<file path="src/hdl/assert_macros.svh">
// Assertion macros shared by the record decoder RTL.
// No dependencies; each macro samples on clk and is disabled while rst_n is low.
`ifndef ASSERT_MACROS_SVH
`define ASSERT_MACROS_SVH

// A condition that holds at every clock edge outside reset.
`define ERD_ASSERT(lbl, cond, msg) \
  lbl: assert property (@(posedge clk) disable iff (!rst_n) (cond)) else $error(msg);

// A condition that must hold whenever a trigger condition holds.
`define ERD_ASSERT_IMP(lbl, trig, cond, msg) \
  lbl: assert property (@(posedge clk) disable iff (!rst_n) (trig) |-> (cond)) \
    else $error(msg);

`endif

</file>
<file path="src/hdl/erd_pkg.sv">
// Package for the exercise-log record decoder: record layout constants,
// header byte offsets, divider constants and the structs passed between stages.
// No dependencies.
package erd_pkg;

  localparam int SAMPLE_SLOTS = 20;
  localparam int HEADER_BYTES = 16;
  localparam int SAMPLE_BYTES = 12;

  // Position of the checksum byte within a record.
  localparam int END_POS = HEADER_BYTES + SAMPLE_SLOTS * SAMPLE_BYTES;
  // Byte position saturates one past the checksum byte.
  localparam int POS_W   = $clog2(END_POS + 2);
  localparam int OFF_W   = 4;
  localparam int SB_DEPTH = SAMPLE_BYTES - 1;
  localparam logic [OFF_W-1:0] LAST_OFF = OFF_W'(SAMPLE_BYTES - 1);

  // Header byte offsets.
  localparam logic [3:0] HDR_COUNT    = 4'd0;
  localparam logic [3:0] HDR_STEP     = 4'd1;
  localparam logic [3:0] HDR_START_B0 = 4'd2;
  localparam logic [3:0] HDR_START_B1 = 4'd3;
  localparam logic [3:0] HDR_START_B2 = 4'd4;
  localparam logic [3:0] HDR_START_B3 = 4'd5;
  localparam logic [3:0] HDR_KF_B0    = 4'd6;
  localparam logic [3:0] HDR_KF_B1    = 4'd7;
  localparam logic [3:0] HDR_WHEEL_B0 = 4'd8;
  localparam logic [3:0] HDR_WHEEL_B1 = 4'd9;

  // Result kinds.
  localparam logic KIND_SAMPLE = 1'b0;
  localparam logic KIND_END    = 1'b1;

  // Divide by 1000 one 16-bit digit at a time: q = (x * DIV_M) >> DIV_SHIFT
  // is exact for x below 2^26.
  localparam int DIV_SHIFT = 36;
  localparam logic [26:0] DIV_M = 27'd68719477;

  typedef struct packed {
    logic        kind;
    logic [15:0] power_watts;
    logic [15:0] cadence_rpm;
    logic [15:0] wheel_turns;
    logic [15:0] altitude_m;
    logic [15:0] speed_tenths;
    logic [7:0]  heart_rate;
    logic [7:0]  temp_thirds;
    logic [32:0] time_seconds;
    logic        checksum_ok;
    logic [15:0] k_factor;
  } erd_res_t;

  // One parsed result on its way to the distance pipeline.
  typedef struct packed {
    logic        valid;
    erd_res_t    res;
    logic [31:0] turn_sum;
    logic [15:0] wheel_mm;
  } erd_work_t;

endpackage

</file>
<file path="src/hdl/erd_parser.sv">
// Record parser: byte counter, header fields, slot byte store, checksum and
// saturating turn sum. Registers up to one result per byte. Depends on erd_pkg.
`include "assert_macros.svh"

module erd_parser import erd_pkg::*; (
  input  logic       clk,
  input  logic       rst_n,
  input  logic       en,
  input  logic       in_valid,
  input  logic [7:0] data_byte,
  input  logic       record_start,
  input  logic       ride_start,
  output erd_work_t  work
);

  localparam logic [4:0] SLOTS5 = 5'(SAMPLE_SLOTS);

  logic [POS_W-1:0] pos_r, pos_nxt;
  logic [OFF_W-1:0] off_r, off_nxt;
  logic [4:0]       idx_r, idx_nxt;
  logic [4:0]       cnt_r, cnt_nxt;
  logic [7:0]       step_r, step_nxt;
  logic [31:0]      start_r, start_nxt;
  logic [15:0]      kf_r, kf_nxt;
  logic [15:0]      wheel_r, wheel_nxt;
  logic [7:0]       cks_r, cks_nxt;
  logic [31:0]      tsum_r, tsum_nxt;
  logic [7:0]       sb_r [SB_DEPTH];
  erd_work_t        work_r, work_nxt;

  logic             acc;
  logic             sb_wr;
  logic [POS_W-1:0] pos;
  logic [4:0]       idx;
  logic [OFF_W-1:0] off;
  logic [7:0]       cks;
  logic [31:0]      tsum;
  logic [32:0]      sum_wide;
  logic [31:0]      sum_sat;
  logic [15:0]      turns;
  logic [4:0]       hdr_cnt;

  assign acc = in_valid & en;

  always_comb begin
    // Restart and ride markers take effect before the byte is used.
    pos  = record_start ? '0 : pos_r;
    idx  = record_start ? '0 : idx_r;
    off  = record_start ? '0 : off_r;
    cks  = record_start ? '0 : cks_r;
    tsum = ride_start ? '0 : tsum_r;

    pos_nxt   = pos;
    idx_nxt   = idx;
    off_nxt   = off;
    cks_nxt   = cks;
    tsum_nxt  = tsum;
    cnt_nxt   = cnt_r;
    step_nxt  = step_r;
    start_nxt = start_r;
    kf_nxt    = kf_r;
    wheel_nxt = wheel_r;
    sb_wr     = 1'b0;
    work_nxt  = '0;

    turns    = {sb_r[5], sb_r[4]};
    sum_wide = {1'b0, tsum} + {17'd0, turns};
    sum_sat  = sum_wide[32] ? 32'hffff_ffff : sum_wide[31:0];
    hdr_cnt  = (data_byte[4:0] > SLOTS5) ? SLOTS5 : data_byte[4:0];

    if (pos <= POS_W'(END_POS)) begin
      cks_nxt = cks + data_byte;
      pos_nxt = pos + POS_W'(1);
      if (pos < POS_W'(HEADER_BYTES)) begin
        unique case (pos[3:0])
          HDR_COUNT:    cnt_nxt = hdr_cnt;
          HDR_STEP:     step_nxt = data_byte;
          HDR_START_B0: start_nxt[7:0] = data_byte;
          HDR_START_B1: start_nxt[15:8] = data_byte;
          HDR_START_B2: start_nxt[23:16] = data_byte;
          HDR_START_B3: start_nxt[31:24] = data_byte;
          HDR_KF_B0:    kf_nxt[7:0] = data_byte;
          HDR_KF_B1:    kf_nxt[15:8] = data_byte;
          HDR_WHEEL_B0: wheel_nxt[7:0] = data_byte;
          HDR_WHEEL_B1: wheel_nxt[15:8] = data_byte;
          default: ;
        endcase
      end else if (pos == POS_W'(END_POS)) begin
        work_nxt.valid           = 1'b1;
        work_nxt.res.kind        = KIND_END;
        work_nxt.res.checksum_ok = (cks_nxt == 8'd0);
      end else if (off != LAST_OFF) begin
        sb_wr   = 1'b1;
        off_nxt = off + OFF_W'(1);
      end else begin
        off_nxt = '0;
        idx_nxt = idx + 5'd1;
        if (idx < cnt_r) begin
          tsum_nxt                  = sum_sat;
          work_nxt.valid            = 1'b1;
          work_nxt.res.kind         = KIND_SAMPLE;
          work_nxt.res.power_watts  = {sb_r[1], sb_r[0]};
          work_nxt.res.cadence_rpm  = {sb_r[3], sb_r[2]};
          work_nxt.res.wheel_turns  = turns;
          work_nxt.res.altitude_m   = {sb_r[7], sb_r[6]};
          work_nxt.res.speed_tenths = {sb_r[9], sb_r[8]};
          work_nxt.res.heart_rate   = sb_r[10];
          work_nxt.res.temp_thirds  = data_byte;
          work_nxt.res.time_seconds = {1'b0, start_r} + (33'(idx) * 33'(step_r));
          work_nxt.res.checksum_ok  = 1'b0;
          work_nxt.res.k_factor     = kf_r;
          work_nxt.turn_sum         = sum_sat;
          work_nxt.wheel_mm         = wheel_r;
        end
      end
    end
  end

  always_ff @(posedge clk) begin
    if (!rst_n) begin
      pos_r   <= '0;
      off_r   <= '0;
      idx_r   <= '0;
      cnt_r   <= '0;
      step_r  <= '0;
      start_r <= '0;
      kf_r    <= '0;
      wheel_r <= '0;
      cks_r   <= '0;
      tsum_r  <= '0;
    end else if (acc) begin
      pos_r   <= pos_nxt;
      off_r   <= off_nxt;
      idx_r   <= idx_nxt;
      cnt_r   <= cnt_nxt;
      step_r  <= step_nxt;
      start_r <= start_nxt;
      kf_r    <= kf_nxt;
      wheel_r <= wheel_nxt;
      cks_r   <= cks_nxt;
      tsum_r  <= tsum_nxt;
    end
  end

  always_ff @(posedge clk) begin
    if (acc && sb_wr) begin
      sb_r[off] <= data_byte;
    end
  end

  always_ff @(posedge clk) begin
    if (!rst_n) begin
      work_r.valid <= 1'b0;
    end else if (en) begin
      work_r.valid <= acc & work_nxt.valid;
    end
  end

  always_ff @(posedge clk) begin
    if (en) begin
      work_r.res      <= work_nxt.res;
      work_r.turn_sum <= work_nxt.turn_sum;
      work_r.wheel_mm <= work_nxt.wheel_mm;
    end
  end

  assign work = work_r;

  `ERD_ASSERT(a_pos_range, pos_r <= POS_W'(END_POS + 1), "byte position ran past the record")
  `ERD_ASSERT_IMP(a_off_region, off_r != '0, (pos_r > POS_W'(HEADER_BYTES)) && (pos_r < POS_W'(END_POS)), "slot offset set outside the slot area")

endmodule

</file>
<file path="config.mk">
export PLATFORM = sky130hd
export DESIGN_NAME = erd_parser
export DESIGN_NICKNAME = d
export VERILOG_FILES = /design/src/hdl/erd_pkg.sv /design/src/hdl/erd_parser.sv
export VERILOG_INCLUDE_DIRS = /design/src /design/src/hdl
export SDC_FILE = /design/constraint.sdc
export NUM_CORES = 1
export LEC_CHECK = 0
export ABC_AREA = 0
export BUFFER_PORTS_ARGS = -buffer_cell sky130_fd_sc_hd__buf_4
export CORE_MARGIN = 5
export CORE_UTILIZATION = 63
export DETAILED_ROUTE_END_ITERATION = 7
export GPL_TIMING_DRIVEN = 0
export PLACE_DENSITY_LB_ADDON = 0.1
export SETUP_SLACK_MARGIN = 0.02
export SYNTH_ARGS = -nofsm -noshare
export SYNTH_HDL_FRONTEND = slang
export SYNTH_SLANG_ARGS = --single-unit
export TNS_END_PERCENT = 100
</file>
<file path="constraint.sdc">
create_clock -name clk -period 17.2 [get_ports clk]
set_input_delay 5.16 -clock clk [delete_from_list [all_inputs] [get_ports clk]]
set_output_delay 5.16 -clock clk [all_outputs]
set_load 0.02 [all_outputs]
</file>
==> results of run 1 <==
stage by stage:
| stage | hold WS (ps) | std cells |
|---|---|---|
| 2_1_floorplan | 427 | 1721 |
| 3_3_place_gp | 436 | 2318 |
| 3_5_place_dp | 443 | 2319 |
| 4_1_cts | 453 | 2396 |
| 5_1_grt | 468 | 2396 |
| 6_report | 452 | 2396 |
area by class of cell:
| type | instances | area (um^2) | share of cell area [%] |
|---|---|---|---|
| flip-flops and latches | 419 | 11200 | 49.7 |
| multi-input cells | 1136 | 7280 | 32.3 |
| repair buffers | 208 | 1590 | 7.04 |
| clock buffers | 59 | 1240 | 5.49 |
| well taps | 390 | 488 | 2.16 |
| plain buffers | 90 | 342 | 1.51 |
| inverters | 76 | 285 | 1.26 |
| clock inverters | 18 | 125 | 0.554 |
flip-flops by register name, summed over array words and instances, names as in the netlist:
name / flops
work: 196
start_r: 32
idx_r: 5
step_r: 8
wheel_r: 16
sb_r: 88
pos_r: 9
cnt_r: 5
tsum_r: 32
off_r: 4
kf_r: 16
cks_r: 8
worst max-delay path, delay by kind of cell:
family,cells,cell delay [ps]
adders and majority gates,4,1810
buffers and inverters,5,1430
and+or+nand+nor,5,750
xor gates and xnor gates,1,130
AOI/OAI and AO/OA,4,1420
synthesized netlist by cell type, types with 3 or more instances:
cell type,count,share of area [%]
or3_1,9,0.29
inv_1,75,1.5
and2_1,179,5.9
a21oi_1,130,3.4
and4_1,7,0.32
nand2_1,164,3.2
nor4_1,5,0.16
mux2i_1,29,1.5
a31oi_1,15,0.49
clkbuf_1,85,1.7
xor2_1,27,1.2
a21o_1,14,0.55
nor2_1,131,2.6
o211ai_1,10,0.39
nor3_1,17,0.44
and3_1,10,0.33
a211oi_1,12,0.47
fa_1,31,3.2
nand4_1,13,0.43
o21bai_1,3,0.12
nand3_1,73,1.9
ha_1,59,3.9
nor3b_1,3,0.12
edfxtp_1,283,44
dfxtp_1,136,14
nand2b_1,19,0.62
o21a_1,7,0.27
xnor2_1,36,1.6
o21ai_0,49,1.3
nor2b_1,46,1.5
final timing paths:
check                from  slack (ps)        to
max          record_start        6750  work[95]
min               kf_r[2]         450   kf_r[2]
max reg2reg      idx_r[1]       11900  work[95]
min reg2reg       kf_r[2]         450   kf_r[2]
routing by layer:
layer | wire [um] | GRT usage [%] | share of wire (%)
met5 | 0 | 0 | 0
met1 | 19800 | 38.0 | 41
met4 | 1450 | 8.61 | 3.0
met2 | 23500 | 46.9 | 49
met3 | 3400 | 4.38 | 7.1
cell families after synthesis:
logic type	synth area share, %
muxes	1.58
DFF	58.7
adders and majority gates	7.10
buffers and inverters	3.28
AOI/OAI and AO/OA	7.93
xor gates and xnor gates	2.88
and+or+nand+nor	18.6
report_power, final:
part / switching [mW] / internal, mW
Clock: 0.381 / 0.520
Sequential: 0.00947 / 1.10
Combinational: 0.0837 / 0.0407
layout by cell type (no fill, tap or decap), types with 9 or more instances in the layout:
master,Yosys,final
nor2b_1,46,46
dfxtp_1,136,136
a31oi_1,15,15
and2_1,179,179
a21oi_1,130,130
and3_1,10,10
inv_1,75,75
or3_1,9,9
o21ai_0,49,49
nand3_1,73,73
mux2i_1,29,29
nand4_1,13,13
nand2_1,164,164
edfxtp_1,283,283
a21o_1,14,14
fa_1,31,31
nor2_1,131,131
xor2_1,27,27
ha_1,59,59
clkbuf_1,85,93
o211ai_1,10,10
nor3_1,17,17
buf_4,0,206
nand2b_1,19,19
a211oi_1,12,12
xnor2_1,36,36
clkbuf_16,0,45
==> run_results.csv, run 1 <==
group,metric,value,unit
outcome,status,"finished clean",
pwr,powerDensity,94.5,nW/um^2
place,io_buffer_count,207,
cells_and_area,design_area,22600,um^2
setup_path,arrival,10710,ps
cells_and_area,num_antenna_cells,0,
setup_path,ff2ff_path_depth,16,
cts,clock_latency,540,ps
synth,ys_async_sr_fraction,0,%
place,globalplace.congestion,0.923,
sta,setup_viol,0,
synth,seq_area_frac_synth,58.7,%
cells_and_area,drive_above_1_share,14.3,%
synth,syn_avg_cell_area,11.1,um^2
detailed_routing,routedWlPerCell,20.1,um
cts,cts_tree,"done",
synth,synth_seq_cells,419,
flow_run,maxCapViolations,0,
floorplanning,dieArea,33900,um^2
detailed_routing,avgViaCountPerCell,5.79,
floorplanning,start_util,64.2,%
setup_path,crit_path_start_kind,"input pin",
global_route,overflow,0,
cts,cts.path.max_buffers,3,
detailed_routing,drc_errors,0,
worst_hold_path,min_path_cells,2,
setup_path,crit_chain,"clkbuf_1 > clkbuf_1 > clkbuf_1 > nor2b_1 > clkbuf_1 > nand2_1 > fa_1 > fa_1 > fa_1 > inv_1 > ha_1 > nor2b_1 > o21a_1 > o21ai_0 > a21o_1 > a31oi_1 > nor2b_1 > xnor2_1 > nor2_1",
global_route,grt_pass1_vias,13594,
detailed_routing,dr.first_iter.drc_count,1344,
sta,final-hold-violation-count,0,
synth,synth_cell_type_count,65,
cells_and_area,final_util,75.7,%
setup_path,path_class,"in2reg",
global_route,antenna_found_initial,0,
sta,worst_pin_slew,1080,ps
cells_and_area,layout.nets,2078,
sta,tns,0,ps
place,dp_slack,6260,ps
sta,period_minus_slack,10450,ps
cts,cts_buffers,43,
synth,syn_nets,1825,
pwr,ir_drop,0.0000912,V
setup_path,cp_common_cell,"clkbuf_1",
detailed_routing,firstDrtPassIters,5,
detailed_routing,vias,13861,
global_route,grt_max_degree,113,
detailed_routing,antenna_left,0,
sta,rsz0062_at_grt,"no",
pwr,p_leak,8.45,nW
cells_and_area,fill_cells,2040,
global_route,grt_usage,28.0,%
sta,drv_slew,0,
synth,ys.warnings.count,0,
sta,fmax,95.7,MHz
sta,slew_headroom,27.1,%
synth,synth_area,19100,um^2
sta,final.setup.worst_slack,6750,ps
cts,root_buffer,"clkbuf_16",
cts,cts.sinks,419,
place,place_hpwl,33.9,mm
cts,hold_buffers,0,
setup_path,crit_fanout,10,
sta,post-route-period-util,60.8,%
setup_path,crit_path_max_incr_delay,820,ps
detailed_routing,routed_wl,48.1,mm
setup_path,end_kind,"flop",
synth,synth_ff_type,"edfxtp_1",
floorplanning,io_pins,210,
setup_path,crit_slowest_cell,"a31oi_1",
cts,clk_pin_slew,60,ps
cts,post-cts-setup-buffers,0,
cells_and_area,syn_to_final_growth,18.0,%
sta,skew,9.41,ps
place,placed_cell_area,21200,um^2
pwr,total_power,2.13,mW
floorplanning,num_rows,63,
floorplanning,dieHeight,184,um
worst_hold_path,hp-class,"reg2reg",
floorplanning,core,29800,um^2
synth,syn_inst,1721,
floorplanning,die_x,184,um
cts,htreeDepth,2,
cts,cts_resized,0,
setup_path,cp.required,17460,ps
synth,synth_edf_count,283,
global_route,grt_pass1_wl,74.4,mm
Power figures use the tool's default switching activity.
==> run 2: changes to the inputs <==
- CORE_UTILIZATION: 63 -> 53
- clock period: 17.2 -> 9.5 ns (I/O delays scaled with it)
==> run 2 against run 1 <==
  * Sequential cell count did not move
  * Cell count grew 3.0%
  * Register-to-register slack got worse by 7800 ps
  * Sequential power grew 81%
  * Combinational power increased by 81%
  * Clock-buffer cell count down 11
  * Worst hold slack lost 3.2 ps
  * Critical path depth is the same
  * First-iteration DRC count is 29% lower
  * Cell area up 0.78%
  * Critical path type unchanged
  * Critical endpoint is now work[91]
  * Highest routed layer unchanged
==> run_results.csv, run 2 (same netlist as run 1, synthesis figures left out) <==
group,metric,value,unit
place,globalplace.congestion,0.908,
detailed_routing,vias,13496,
setup_path,crit_path_start_kind,"input pin",
cts,cts.sinks,419,
pwr,pwr-share-seq,50.5,%
global_route,overflow,0,
global_route,grt_max_degree,120,
cts,post-cts-setup-buffers,0,
cts,root_buffer,"clkbuf_16",
setup_path,rrSetupSlack,4140,ps
cells_and_area,final_util,64.0,%
flow_run,maxCapViolations,0,
setup_path,crit_path_start,"record_start",
setup_path,crit_fanout,10,
place,place_hpwl,33.6,mm
detailed_routing,routed_wl,48.0,mm
cells_and_area,seqCellArea,11200,um^2
outcome,status,"finished clean",
cts,cts_tree,"done",
global_route,antenna_found_initial,1,
pwr,intPower,3.09,mW
floorplanning,dieArea,40000,um^2
sta,fmax,121,MHz
pwr,p_comb_share,5.6,%
cells_and_area,design_area,22700,um^2
sta,period_minus_slack,8280,ps
cts,clock_latency,550,ps
sta,rsz0062_at_grt,"no",
sta,worst_pin_slew,1120,ps
cts,cts_resized,0,
cells_and_area,fill_cells,2866,
detailed_routing,antenna_left,0,
cells_and_area,multi_input_area,7280,um^2
setup_path,end_kind,"flop",
sta,post-route-period-util,87.2,%
detailed_routing,firstDrtPassIters,5,
setup_path,path_class,"in2reg",
detailed_routing,routedWlPerCell,19.4,um
floorplanning,die_x,200,um
pwr,ir_drop,0.000124,V
cts,cts.path.max_buffers,3,
cells_and_area,syn_to_final_growth,18.9,%
global_route,grt_usage,23.7,%
cells_and_area,largest_reg_flops,196,
detailed_routing,drc_errors,0,
setup_path,endpoint,"work[91]",
worst_hold_path,hp-class,"reg2reg",
sta,setup_viol,0,
pwr,power_switching_share,22.1,%
setup_path,arrival,8550,ps
place,placed_cell_area,21300,um^2
cells_and_area,drive_above_1_share,14.2,%
setup_path,ff2ff_path_depth,16,
sta,slew_headroom,24.9,%
sta,tns,0,ps
cells_and_area,layout.nets,2078,
cells_and_area,final_common_cell,"edfxtp_1",
pwr,p_leak,8.48,nW
place,io_buffer_count,207,
cts,cts_buffers,43,
pwr,p_sw,0.877,mW
detailed_routing,dr.first_iter.drc_count,951,
floorplanning,dieHeight,200,um
floorplanning,io_pins,210,
cts,htreeDepth,2,
sta,drv_slew,0,
cts,hold_buffers,0,
floorplanning,start_util,53.8,%
setup_path,rr_startpoint,"idx_r[3]",
cells_and_area,final_cell_mix,"283 x edfxtp_1, 206 x buf_4, 179 x and2_1",
floorplanning,core,35600,um^2
setup_path,cp.required,9770,ps
pwr,clockPowerShare,43.8,%
pwr,powerDensity,175,nW/um^2
setup_path,regToRegEndpoint,"work[91]",
cts,clk_pin_slew,60,ps
cells_and_area,num_antenna_cells,0,
global_route,grt_pass1_vias,13017,
floorplanning,num_rows,69,
global_route,grt_pass1_wl,73.6,mm
detailed_routing,avgViaCountPerCell,5.47,
sta,skew,13.7,ps
sta,final-hold-violation-count,0,
-- run 2: cell count changes in the layout (fill, tap and decap cells not counted), moves of 2 or more --
cell and delta:
clkbuf_8 -5, clkbuf_1 -4, clkbuf_16 -2, clkinv_1 +6, bufinv_16 +6, clkinv_8 +2
clkinv_4 -2
-- run 2: metrics by stage --
| stage | power (mW) | hold slack [ps] | worst slack, ps | cells |
|---|---|---|---|---|
| floorplan | 2.14 | 427 | 1940 | 1721 |
| global placement | 2.27 | 434 | 866 | 2389 |
| detailed placement | 2.27 | 441 | 816 | 2390 |
| CTS | 4.00 | 449 | 1360 | 2469 |
| global route | 4.09 | 462 | 789 | 2469 |
| finish | 3.97 | 449 | 1220 | 2469 |
-- run 2: power groups by stage --
stage	logic, mW	clock network (mW)	registers (mW)
2_1_floorplan	0.0436	0	2.10
3_3_place_gp	0.221	0	2.05
3_5_place_dp	0.226	0	2.05
4_1_cts	0.227	1.77	2.01
5_1_grt	0.237	1.85	2.01
6_report	0.224	1.74	2.01
-- run 2: worst min-delay path by stage --
stage             endpoint  cells past startpoint  slack (ps)   startpoint
6_report       wheel_r[15]                      2         450  wheel_r[15]
5_1_grt        wheel_r[10]                      2         460  wheel_r[10]
4_1_cts        wheel_r[10]                      2         450  wheel_r[10]
3_5_place_dp   wheel_r[15]                      2         440  wheel_r[15]
3_3_place_gp    wheel_r[8]                      2         430   wheel_r[8]
2_1_floorplan   wheel_r[0]                      2         430   wheel_r[0]
-- run 2: metal layers --
layer | share of wire (%) | GRT usage, % | up-vias
met3 | 6.4 | 3.99 | 65
met4 | 2.2 | 6.19 | 0
li1 | - | - | 6482
met1 | 44 | 32.9 | 6551
met5 | 0 | 0 | -
met2 | 48 | 39.1 | 398
-- run 2: area by class of cell --
class                   count  area share (%)
well taps                 461            2.54
plain buffers              90            1.50
inverters                  76            1.25
flip-flops and latches    419            49.3
multi-input cells        1136            32.0
clock inverters            31            1.52
repair buffers            208            6.99
clock buffers              48            4.86
-- run 2: worst max-delay path, cell delays in order --
cell	delay, ps
clkbuf_1	310
clkbuf_1	440
clkbuf_1	450
nor2b_1	90
clkbuf_1	280
nand2_1	170
fa_1	440
fa_1	500
fa_1	550
inv_1	40
ha_1	310
nor2b_1	200
o21a_1	150
o21ai_0	210
a21o_1	280
a31oi_1	830
nand3_1	200
xor2_1	180
nor2_1	60
==> run 3: changes to the inputs <==
- ABC_AREA: 0 -> 1
- CORE_UTILIZATION: 53 -> 54
==> run 3 against run 2 <==
  * Setup slack better by 1100 ps
  * Total power is 0.89% higher
  * Cell count grew 20%
  * Critical path type unchanged
  * Wire length is 11% higher
  * Fmax grew 16%
  * Cell area is 4.2% higher
  * Clock-buffer cell count rose by 14
  * Die area up 2.6%
  * Register-to-register slack better by 720 ps
==> run_results.csv, run 3 <==
group,metric,value,unit
outcome,status,"finished clean",
floorplanning,io_pins,210,
floorplanning,core,36600,um^2
cells_and_area,largest_reg_flops,196,
synth,synthTopCellsByCount,"424 x inv_1, 344 x nand2_1, 283 x edfxtp_1",
sta,skew,25.6,ps
pwr,p_leak,10.4,nW
synth,synth.most_common_cell,"inv_1",
synth,ys_async_sr_fraction,0,%
setup_path,arrival,7500,ps
place,io_buffer_count,208,
floorplanning,dieHeight,203,um
global_route,grt_pass1_vias,15310,
setup_path,crit_buf_inv,6,
synth,syn_nets,2312,
detailed_routing,avgViaCountPerCell,5.26,
cells_and_area,final_common_cell,"inv_1",
detailed_routing,routed_wl,53.2,mm
cts,clk_pin_slew,60,ps
sta,fmax,140,MHz
setup_path,cp.required,9840,ps
cts,post-cts-setup-buffers,0,
cts,clock_latency,590,ps
synth,syn_avg_cell_area,9.07,um^2
setup_path,crit_slowest_cell,"fa_1",
synth,yosys.area.top_type,"edfxtp_1",
sta,post-route-period-util,75.3,%
setup_path,end_kind,"flop",
cts,root_buffer,"clkbuf_16",
sta,setup_viol,0,
global_route,overflow,0,
detailed_routing,drc_errors,0,
synth,seq_area_frac_synth,56.0,%
cts,cts_tree,"done",
sta,worst_pin_slew,1330,ps
setup_path,crit_chain,"buf_4 > inv_2 > buf_2 > nand2_1 > inv_1 > nand2_1 > fa_1 > fa_1 > fa_1 > inv_1 > ha_1 > nand3_1 > nand3_1 > a21oi_1 > inv_1 > nand3b_1 > a21oi_1 > nand3_1 > nor2_1 > nor2_1",
global_route,antenna_found_initial,0,
floorplanning,num_rows,70,
synth,syn_inst,2208,
place,dp_cells,2885,
cells_and_area,syn_to_final_growth,18.3,%
global_route,grt_max_degree,104,
place,place_hpwl,38.8,mm
synth,ys.warnings.count,0,
detailed_routing,vias,15605,
sta,period_minus_slack,7150,ps
place,globalplace.congestion,0.902,
synth,synth_area_leaders,"edfxtp_1 42%, dfxtp_1 14%, inv_1 7.9%, nand2_1 6.4%, a21oi_1 5.2%",
sta,drv_slew,0,
cts,cts_buffers,45,
flow_run,maxCapViolations,0,
cts,cts.path.max_buffers,3,
cts,htreeDepth,2,
cells_and_area,final_cells,2969,
floorplanning,dieArea,41000,um^2
detailed_routing,routedWlPerCell,17.9,um
setup_path,crit_path_start_kind,"input pin",
detailed_routing,firstDrtPassIters,5,
sta,rsz0062_at_grt,"no",
cells_and_area,fill_cells,3102,
global_route,grt_pass1_wl,83.7,mm
floorplanning,start_util,54.7,%
cts,cts.sinks,419,
synth,synth_ff_type,"edfxtp_1",
cts,hold_buffers,0,
synth,synth_edf_count,283,
worst_hold_path,hp-class,"reg2reg",
synth,synth_seq_cells,419,
cells_and_area,layout.nets,2568,
setup_path,rr_startpoint,"idx_r[2]",
setup_path,path_class,"in2reg",
worst_hold_path,holdCritStartpoint,"kf_r[0]",
cells_and_area,drive_above_1_share,12.8,%
setup_path,crit_path_max_incr_delay,550,ps
cts,cts_resized,0,
synth,synth_cell_type_count,41,
setup_path,cpLargestDelayFamily,"adder cells",
setup_path,crit_path_start,"record_start",
pwr,powerDensity,169,nW/um^2
setup_path,crit_fanout,10,
sta,slew_headroom,10.9,%
detailed_routing,antenna_left,0,
synth,synth_area,20000,um^2
pwr,ir_drop,0.000161,V
sta,tns,0,ps
floorplanning,die_x,203,um
cells_and_area,num_antenna_cells,0,
detailed_routing,dr.first_iter.drc_count,1063,
cells_and_area,final_cell_mix,"424 x inv_1, 344 x nand2_1, 283 x edfxtp_1",
sta,final-hold-violation-count,0,
synth,synth_top_area_share,42.4,%
global_route,grt_usage,25.6,%
==> run 3: cell count changes in the layout (fill, tap and decap cells not counted), sizes merged, moves of 30 or more <==
cell   change
nor2b     -46
inv      +352
o21ai     +77
buf       +30
and2     -178
a21oi     +78
nand2    +187
nor2     +149
==> run 3: logic make-up (layout without fill, tap and decap cells) <==
group	count (synthesis)	in the layout	synth area share, %
AND/OR/NAND/NOR	802	802	16.8
buffers and inverters	504	797	9.68
flip-flops	419	419	56.0
AO/OA/AOI/OAI	366	366	9.52
adder cells (fa/ha/maj)	90	90	6.78
XOR/XNOR	27	27	1.18
==> run 3: where the power goes <==
| part | switching, mW | internal, mW | leakage (nW) |
|---|---|---|---|
| sequential | 0.0181 | 1.98 | 3.90 |
| combinational | 0.169 | 0.0749 | 5.75 |
| clock | 0.735 | 1.03 | 0.707 |
| total | 0.922 | 3.08 | 10.4 |
==> run 3: through the flow <==
step | worst slack (ps) | util [%] | instance area (um^2) | power [mW] | hold WS [ps]
3_5_place_dp | 1800 | 60.7 | 22200 | 2.28 | 445
4_1_cts | 2410 | 64.7 | 23700 | 4.03 | 454
5_1_grt | 1970 | 64.7 | 23700 | 4.13 | 468
2_1_floorplan | 2850 | - | 20000 | 2.16 | 430
3_3_place_gp | 1780 | 60.6 | 22200 | 2.28 | 440
6_report | 2350 | 64.7 | 23700 | 4.01 | 452
==> run 3: worst min-delay path, delay by kind of cell, from the launching register on <==
kind,cells,cell delay [ps]
buf+inv,1,60
flops,1,300
compound gates,1,50
==> run 3: worst paths after layout <==
kind	end	slack, ps	depth (start not counted)
setup / recovery	work[94]	2350	20
hold / removal	kf_r[0]	450	2
setup reg to reg	work[94]	4860	17
hold reg to reg	kf_r[0]	450	2
==> run 3: cell type report <==
cell class                      instances  area [um^2]  area share [%]
Buffer                                 76          332            1.40
Timing Repair Buffer                  209         1600            6.74
Sequential cell                       419        11200            47.3
Clock inverter                         22          262            1.10
Multi-Input combinational cell       1285         6870            29.0
Tap cell                              468          586            2.47
Clock buffer                           62         1230            5.19
Inverter                              428         1610            6.78
==> run 3: per-layer routing <==
layer | GRT usage [%] | vias to the layer above | part of all wire [%]
met3 | 4.28 | 86 | 6.5
met2 | 42.3 | 496 | 47
li1 | - | 7661 | -
met1 | 34.8 | 7362 | 43
met4 | 8.63 | 0 | 3.0
met5 | 0 | - | 0
